--- src/imhq_pkg.sv ---
package imhq_pkg;
    localparam int CAPACITY_DEF = 64;

    typedef enum logic [2:0] {
        CMD_INSERT = 3'd0,
        CMD_RAISE  = 3'd1,
        CMD_LOWER  = 3'd2,
        CMD_REMOVE = 3'd3,
        CMD_QUERY  = 3'd4
    } t_cmd;

    typedef struct packed {
        logic [2:0]         cmd;
        logic [5:0]         id;
        logic signed [31:0] priority_req;
    } t_req;

    typedef struct packed {
        logic               ok;
        logic [5:0]         id_out;
        logic signed [31:0] priority_out;
        logic [6:0]         count;
    } t_rsp;

    typedef enum logic [3:0] {
        ST_IDLE,
        ST_RD_ID,
        ST_DECIDE,
        ST_RM_RD,
        ST_RM_WAIT,
        ST_RM_PRI,
        ST_UP_RD,
        ST_UP_PID,
        ST_UP_CMP,
        ST_DN_RDL,
        ST_DN_RDR,
        ST_DN_LP,
        ST_DN_RP,
        ST_OUT
    } t_state;
endpackage

--- src/imhq_ram.sv ---
module imhq_ram import imhq_pkg::*; #(
    parameter int W = 32,
    parameter int D = CAPACITY_DEF,
    parameter int AW = $clog2(D)
) (
    input  logic          i_clk,
    input  logic          i_we,
    input  logic [AW-1:0] i_waddr,
    input  logic [W-1:0]  i_wdata,
    input  logic [AW-1:0] i_raddr,
    output logic [W-1:0]  o_rdata
);
    logic [W-1:0] r_mem [D];
    always_ff @(posedge i_clk) begin
        if (i_we) r_mem[i_waddr] <= i_wdata;
        o_rdata <= r_mem[i_raddr];
    end
endmodule

--- src/indexed_max_heap_queue.sv ---
// channel  | valid    | ready    | payload
// request  | i_valid  | o_ready  | i_req   (t_req)
// result   | o_valid  | i_ready  | o_rsp   (t_rsp)
// one request at a time: a query or a reject finishes after the decide step; an insert
// or raise sifts up and a lower or remove sifts down, level by level, through the
// slot, position and priority memories, whose reads are registered.
// reset clears the valid marks and the count at once; no clearing pass.
// a finished result holds in the output register; o_ready returns the cycle after
// it is taken.
module indexed_max_heap_queue import imhq_pkg::*; #(
    parameter int CAPACITY = CAPACITY_DEF
) (
    input  logic i_clk,
    input  logic i_rst_n,
    input  logic i_valid,
    output logic o_ready,
    input  t_req i_req,
    output logic o_valid,
    input  logic i_ready,
    output t_rsp o_rsp
);
    localparam int AW = $clog2(CAPACITY);
    localparam int CW = AW + 1;

    t_state r_st, n_st;
    t_req   r_req;
    logic [CAPACITY-1:0] r_vld;
    logic [CW-1:0] r_cnt;
    logic [AW-1:0] r_pos;
    logic signed [31:0] r_wpri, r_lpri;
    logic [5:0] r_who, r_lid, r_rid;
    t_rsp r_rsp;
    logic r_ov;

    // slot -> id
    logic          s_we;  logic [AW-1:0] s_wa, s_ra; logic [5:0] s_wd, s_rd;
    // id -> position
    logic          p_we;  logic [AW-1:0] p_wa, p_ra; logic [AW-1:0] p_wd, p_rd;
    // id -> priority
    logic          q_we;  logic [AW-1:0] q_wa, q_ra; logic [31:0] q_wd, q_rd;

    imhq_ram #(.W(6),  .D(CAPACITY)) u_slot
        (.i_clk, .i_we(s_we), .i_waddr(s_wa), .i_wdata(s_wd),
         .i_raddr(s_ra), .o_rdata(s_rd));
    imhq_ram #(.W(AW), .D(CAPACITY)) u_pos
        (.i_clk, .i_we(p_we), .i_waddr(p_wa), .i_wdata(p_wd),
         .i_raddr(p_ra), .o_rdata(p_rd));
    imhq_ram #(.W(32), .D(CAPACITY)) u_pri
        (.i_clk, .i_we(q_we), .i_waddr(q_wa), .i_wdata(q_wd),
         .i_raddr(q_ra), .o_rdata(q_rd));

    logic id_ok, present;
    logic [AW-1:0] id_a, who_a, up_a;
    logic [CW-1:0] l_c, r_c;
    logic signed [31:0] qs, req_pri;

    assign id_ok   = {26'd0, r_req.id} < 32'(CAPACITY);
    assign id_a    = AW'(r_req.id);
    assign who_a   = AW'(r_who);
    assign present = id_ok && r_vld[id_a];
    assign up_a    = (r_pos - AW'(1)) >> 1;
    assign l_c     = {r_pos, 1'b1};
    assign r_c     = l_c + 1'b1;
    assign qs      = $signed(q_rd);
    assign req_pri = $signed(r_req.priority_req);

    t_rsp n_rsp;
    logic n_ov;
    logic [CW-1:0] n_cnt;
    logic [AW-1:0] n_pos;
    logic signed [31:0] n_wpri, n_lpri;
    logic [5:0] n_who, n_lid, n_rid;
    logic v_set, v_clr;
    logic [AW-1:0] v_a;

    assign o_ready = (r_st == ST_IDLE) && !r_ov;
    assign o_valid = r_ov;
    assign o_rsp   = r_rsp;

    always_comb begin
        n_st = r_st; n_rsp = r_rsp; n_ov = r_ov;
        n_cnt = r_cnt; n_pos = r_pos;
        n_wpri = r_wpri; n_lpri = r_lpri;
        n_who = r_who; n_lid = r_lid; n_rid = r_rid;
        v_set = 1'b0; v_clr = 1'b0; v_a = id_a;
        s_we = 1'b0; s_wa = '0; s_wd = '0; s_ra = '0;
        p_we = 1'b0; p_wa = '0; p_wd = '0; p_ra = id_a;
        q_we = 1'b0; q_wa = '0; q_wd = '0; q_ra = id_a;
        if (r_ov && i_ready) n_ov = 1'b0;
        unique case (r_st)
            ST_IDLE: if (i_valid && o_ready) n_st = ST_RD_ID;
            ST_RD_ID: begin
                q_ra = id_a; p_ra = id_a; s_ra = '0;
                n_st = ST_DECIDE;
            end
            ST_DECIDE: begin
                n_rsp = '{ok: 1'b0, id_out: r_req.id, priority_out: '0, count: 7'(r_cnt)};
                n_st = ST_OUT;
                unique case (r_req.cmd)
                    CMD_INSERT: if (id_ok && !present && r_cnt < CW'(CAPACITY)) begin
                        v_set = 1'b1;
                        q_we = 1'b1; q_wa = id_a; q_wd = r_req.priority_req;
                        n_who = r_req.id; n_wpri = req_pri;
                        n_pos = AW'(r_cnt); n_cnt = r_cnt + 1'b1;
                        n_rsp.ok = 1'b1; n_rsp.count = 7'(r_cnt + 1'b1);
                        n_st = ST_UP_RD;
                    end
                    CMD_RAISE: if (present && qs < req_pri) begin
                        q_we = 1'b1; q_wa = id_a; q_wd = r_req.priority_req;
                        n_who = r_req.id; n_wpri = req_pri; n_pos = p_rd;
                        n_rsp.ok = 1'b1; n_st = ST_UP_RD;
                    end
                    CMD_LOWER: if (present && qs > req_pri) begin
                        q_we = 1'b1; q_wa = id_a; q_wd = r_req.priority_req;
                        n_who = r_req.id; n_wpri = req_pri; n_pos = p_rd;
                        n_rsp.ok = 1'b1; n_st = ST_DN_RDL;
                    end
                    CMD_REMOVE: if (r_cnt != '0) begin
                        n_who = s_rd; n_cnt = r_cnt - 1'b1;
                        v_clr = 1'b1; v_a = AW'(s_rd);
                        n_rsp.ok = 1'b1; n_rsp.id_out = s_rd;
                        n_rsp.count = 7'(r_cnt - 1'b1);
                        n_st = ST_RM_RD;
                    end
                    CMD_QUERY: if (present) begin
                        n_rsp.ok = 1'b1; n_rsp.priority_out = qs;
                    end
                    default: ;
                endcase
            end
            ST_RM_RD: begin
                q_ra = who_a; s_ra = AW'(r_cnt);
                n_st = ST_RM_WAIT;
            end
            ST_RM_WAIT: begin
                n_rsp.priority_out = qs;
                if (r_cnt != '0) begin
                    n_who = s_rd; n_pos = '0;
                    q_ra = AW'(s_rd);
                    n_st = ST_RM_PRI;
                end else begin
                    n_st = ST_OUT;
                end
            end
            ST_RM_PRI: begin
                n_wpri = qs;
                n_st = ST_DN_RDL;
            end
            ST_UP_RD: begin
                s_we = 1'b1; s_wa = r_pos; s_wd = r_who;
                p_we = 1'b1; p_wa = who_a; p_wd = r_pos;
                if (r_pos == '0) begin
                    n_st = ST_OUT;
                end else begin
                    s_ra = up_a; n_st = ST_UP_PID;
                end
            end
            ST_UP_PID: begin
                q_ra = AW'(s_rd); n_lid = s_rd;
                n_st = ST_UP_CMP;
            end
            ST_UP_CMP: begin
                if (r_wpri > qs) begin
                    s_we = 1'b1; s_wa = r_pos; s_wd = r_lid;
                    p_we = 1'b1; p_wa = AW'(r_lid); p_wd = r_pos;
                    n_pos = up_a; n_st = ST_UP_RD;
                end else begin
                    n_st = ST_OUT;
                end
            end
            ST_DN_RDL: begin
                s_we = 1'b1; s_wa = r_pos; s_wd = r_who;
                p_we = 1'b1; p_wa = who_a; p_wd = r_pos;
                if (l_c >= r_cnt) begin
                    n_st = ST_OUT;
                end else begin
                    s_ra = AW'(l_c); n_st = ST_DN_RDR;
                end
            end
            ST_DN_RDR: begin
                q_ra = AW'(s_rd); n_lid = s_rd;
                s_ra = AW'(r_c);
                n_st = ST_DN_LP;
            end
            ST_DN_LP: begin
                n_lpri = qs;
                if (r_c < r_cnt) begin
                    q_ra = AW'(s_rd); n_rid = s_rd;
                    n_st = ST_DN_RP;
                end else if (r_wpri < qs) begin
                    s_we = 1'b1; s_wa = r_pos; s_wd = r_lid;
                    p_we = 1'b1; p_wa = AW'(r_lid); p_wd = r_pos;
                    n_pos = AW'(l_c); n_st = ST_DN_RDL;
                end else begin
                    n_st = ST_OUT;
                end
            end
            ST_DN_RP: begin
                n_st = ST_OUT;
                if (r_lpri > qs) begin
                    if (r_wpri < r_lpri) begin
                        s_we = 1'b1; s_wa = r_pos; s_wd = r_lid;
                        p_we = 1'b1; p_wa = AW'(r_lid); p_wd = r_pos;
                        n_pos = AW'(l_c); n_st = ST_DN_RDL;
                    end
                end else if (r_wpri < qs) begin
                    s_we = 1'b1; s_wa = r_pos; s_wd = r_rid;
                    p_we = 1'b1; p_wa = AW'(r_rid); p_wd = r_pos;
                    n_pos = AW'(r_c); n_st = ST_DN_RDL;
                end
            end
            ST_OUT: begin
                n_ov = 1'b1; n_st = ST_IDLE;
            end
            default: n_st = ST_IDLE;
        endcase
    end

    always_ff @(posedge i_clk) begin
        if (!i_rst_n) begin
            r_st <= ST_IDLE; r_ov <= 1'b0; r_cnt <= '0; r_vld <= '0;
        end else begin
            r_st <= n_st; r_ov <= n_ov; r_cnt <= n_cnt;
            if (v_set) r_vld[v_a] <= 1'b1;
            else if (v_clr) r_vld[v_a] <= 1'b0;
        end
    end

    always_ff @(posedge i_clk) begin
        if (i_valid && o_ready) r_req <= i_req;
        r_rsp <= n_rsp; r_pos <= n_pos;
        r_wpri <= n_wpri; r_lpri <= n_lpri;
        r_who <= n_who; r_lid <= n_lid; r_rid <= n_rid;
    end
endmodule

--- config.mk ---
export PLATFORM = sky130hd
export DESIGN_NAME = indexed_max_heap_queue
export DESIGN_NICKNAME = d
export VERILOG_FILES = /design/src/imhq_pkg.sv /design/src/imhq_ram.sv /design/src/indexed_max_heap_queue.sv
export SDC_FILE = /design/constraint.sdc
export NUM_CORES = 2
export LEC_CHECK = 0
export ABC_AREA = 0
export BUFFER_PORTS_ARGS = -buffer_cell sky130_fd_sc_hd__buf_2
export CAP_MARGIN = 20
export CORE_UTILIZATION = 60
export DETAILED_ROUTE_END_ITERATION = 7
export PLACE_DENSITY = 0.73
export SLEW_MARGIN = 40
export SYNTH_ARGS = -nofsm -noshare
export SYNTH_HDL_FRONTEND = slang
export SYNTH_SLANG_ARGS = --single-unit
export TNS_END_PERCENT = 5
--- constraint.sdc ---
create_clock -name i_clk -period 13.2 [get_ports i_clk]
set_clock_uncertainty 0.05 [all_clocks]
set_input_delay 3.96 -clock i_clk [delete_from_list [all_inputs] [get_ports i_clk]]
set_output_delay 3.96 -clock i_clk [all_outputs]
set_load 0.01 [all_outputs]
==> run summary <==
outcome - finished, final reports clean
synthesized instance count - 8470
hold path cells - 2
syn nets - 8658
power per standard cell area - 189.8 nW/um2
Multi-input gate area - 32200 um2
register-to-register setup slack - 4.81 ns
Routed WL - 362000 um
initial DRC count - 11904
Via Count - 78713
Die ar. - 212200 um2
Crit. End Element - register
gr usage total - 0.3387
cells on worst reg2reg path - 18
CP required - 13.98 ns
WS Path Type - register to register
async set-or-reset flop fraction in the synthesized netlist - 0
nets - 8777
port bufs - 92
root buf cell - clkbuf_16
routability cong. - 0.9395
DRC Markers - 0
Worst setup SP type - register
Post-DP Area - 130800 um2
max cap viols - 0
CORE AREA - 208100 um2
synthesized area - 126200 um2
fin area - 141000 um2
CTS tree - built
Avg Cell Area, Syn - 14.90 um2
maximum clock frequency - 119.3 MHz
hold buffer count at cts - 0
Fillers - 13817
clk_lat worst skew - 0.96 ns
# setup viols final - 0
critical path fanouts, max - 115
# Post-CTS Setup Buffers - 0
worst-case vdd ir drop - 0.1559 mV
Post-synth EDFFs - 2991
initial antenna violation count - 29
fin crit period - 8.386 ns
H-tree Lvls - 5
register area share after synthesis - 0.7307
Post-synth top flop - edfxtp_1
post-DP HPWL - 209300 um
fraction of layout cells with a size suffix above 1 - 0.1260
first-pass GRT wire length - 516500 um
RSZ-0062 raised after global routing - no
Worst-Margin Slew - 1.027 ns
# rows - 167
Max clock buf depth - 4
Final Hold Viols - 0
Pre-Repair DR Iteration Count - 8
Min-Delay Path Class - register to register
CTS-repair resized insts - 0
CTS clk-pin slew, worst paths - 0.06 ns
vias per std cell - 6.769
leakage - 0.04643 uW
vias in the first global route - 75000
Synth cell types - 100
fin. max-slew vios - 0
fin crit share - 0.6353
Die Span Y - 460.6 um
hold_ws - 0.4093 ns
Area growth, synth to finish - 11.69%
Starting Density - 0.6064
total CTS buffers - 322
register area - 92220 um2
antenna-violating nets left - 0
num ports - 93
die width - 460.6 um
drt wl/cell - 31.14 um
Slew HR - 0.3078
largest net degree at the start of global routing - 183
Data arrival, critical path - 9.16 ns
Yosys reg bits - 3111
grt ovf - 0
clk sink count - 3111
YS warnings - 0
setup TNS - 0 ns
[registers in the layout (all words and copies together), names as in the netlist, named ones only]
| signal | cells |
|---|---|
| r_cnt | 7 |
| req_pri | 32 |
| u_pos.o_rdata | 6 |
| u_pri.o_rdata | 32 |
| r_rid | 6 |
| r_lid | 6 |
| r_req | 3 |
| r_pos | 6 |
| r_st | 4 |
| u_pri.r_mem | 2048 |
| o_valid | 1 |
| u_slot.o_rdata | 6 |
| u_slot.r_mem | 384 |
| r_who | 6 |
| r_lpri | 32 |
| r_wpri | 32 |
| u_pos.r_mem | 384 |
| o_rsp | 46 |
| id_a | 6 |
[path summary, 6_finish.rpt]
path	start	endpoint
max	r_pos[2]	u_pri.o_rdata[8]
min	register	register
max reg2reg	r_pos[2]	u_pri.o_rdata[8]
min reg2reg	register	register
[worst max-delay path, cell delays in order, from the launching register on]
cell and delay, ns:
edfxtp_1 0.91, nand3_1 0.49, xnor2_1 0.41, ha_1 0.31, a211o_1 0.32, a21oi_1 0.41, a211oi_2 0.23, a22oi_2 0.23
buf_4 0.58, and2_4 0.81, buf_12 0.19, buf_16 0.34, buf_16 0.38, buf_6 0.61, mux2i_1 0.29, o22ai_1 0.11
o21ai_1 0.22, nand4_1 0.40, or4_1 0.62
[power breakdown]
group,switching (uW),internal (uW)
combinational,4640,2150
clock,3660,5090
sequential,295,10900
total,8590,18200
[cells in the mapped netlist, types with 53 or more instances]
cell type / instances / area [um2]
mux2i_1: 596 / 5966
nand4_1: 113 / 706.9
nand2_1: 1302 / 4887
mux4_2: 149 / 3356
and3_1: 143 / 894.6
clkbuf_1: 292 / 1096
edfxtp_1: 2991 / 89820
ha_1: 143 / 1789
dfxtp_1: 120 / 2402
a311o_1: 61 / 610.6
nand3_1: 450 / 2252
a31oi_1: 53 / 331.6
a211oi_1: 80 / 600.6
buf_2: 160 / 800.8
inv_1: 134 / 503.0
o21ai_0: 133 / 665.6
o22ai_1: 257 / 1608
o21ai_1: 120 / 600.6
nor2_1: 296 / 1111
a21oi_1: 166 / 830.8
[area by class of cell]
| cell class | instances | share of cell area |
|---|---|---|
| multi-input combinational | 4698 | 0.2284 |
| antenna | 14 | 0.0002485 |
| tap | 2788 | 0.02475 |
| sequential | 3111 | 0.6542 |
| inverter | 137 | 0.003657 |
| timing repair buffer | 319 | 0.01756 |
| clock buffer | 417 | 0.06182 |
| clock inverter | 144 | 0.009329 |
[cells by family (layout without fill, tap and decap cells)]
logic type	Yosys count	in the layout	synth area share
fa+ha+maj	143	143	0.01418
buf+inv	661	1017	0.02217
mux	756	756	0.07487
other cells	0	14	0
xor+xnor	9	9	0.0006246
flops	3111	3111	0.7307
compound gates	1235	1235	0.06623
simple gates	2555	2555	0.09125
[cell usage in the layout, fill, tap and decap left out, types with 16 or more instances in the layout]
| cell type | count |
|---|---|
| a211oi_1 | 79 |
| a21o_1 | 34 |
| a21oi_1 | 160 |
| a311o_1 | 61 |
| a311oi_1 | 37 |
| a31oi_1 | 52 |
| a32oi_1 | 46 |
| and3_1 | 143 |
| buf_2 | 93 |
| buf_4 | 196 |
| bufinv_16 | 23 |
| clkbuf_1 | 70 |
| clkbuf_16 | 327 |
| clkbuf_8 | 19 |
| clkinv_1 | 48 |
| clkinv_2 | 57 |
| dfxtp_1 | 119 |
| edfxtp_1 | 2991 |
| ha_1 | 143 |
| inv_1 | 128 |
| mux2i_1 | 596 |
| mux4_2 | 149 |
| nand2_1 | 1298 |
| nand2b_1 | 16 |
| nand3_1 | 448 |
| nand4_1 | 113 |
| nor2_1 | 230 |
| nor2_4 | 67 |
| nor3_1 | 31 |
| nor3_2 | 22 |
| nor4_2 | 19 |
| o2111ai_1 | 30 |
| o211ai_1 | 48 |
| o21ai_0 | 128 |
| o21ai_1 | 123 |
| o22ai_1 | 257 |
| o31ai_1 | 36 |
| or3_1 | 23 |
| or4_1 | 31 |
[layer usage]
layer	GRT usage	vias up	share of wire
li1	-	32999	-
met4	0.1843	16	0.061
met2	0.5063	5589	0.45
met3	0.07888	1025	0.13
met1	0.4634	39084	0.36
met5	0	-	0.00030
[per-stage QoR]
stage | instances | total power, uW | utilization | worst slack (ns)
after floorplan | 8470 | 15540 | - | 6.660
after global placement | 11037 | 17810 | 0.6269 | 4.822
after detailed placement | 11047 | 17990 | 0.6283 | 5.058
after CTS | 11608 | 26610 | 0.6765 | 5.080
after global routing | 11621 | 27480 | 0.6772 | 4.602
final | 11628 | 26760 | 0.6773 | 4.814
No activity file was read; power rests on OpenSTA's default activity.
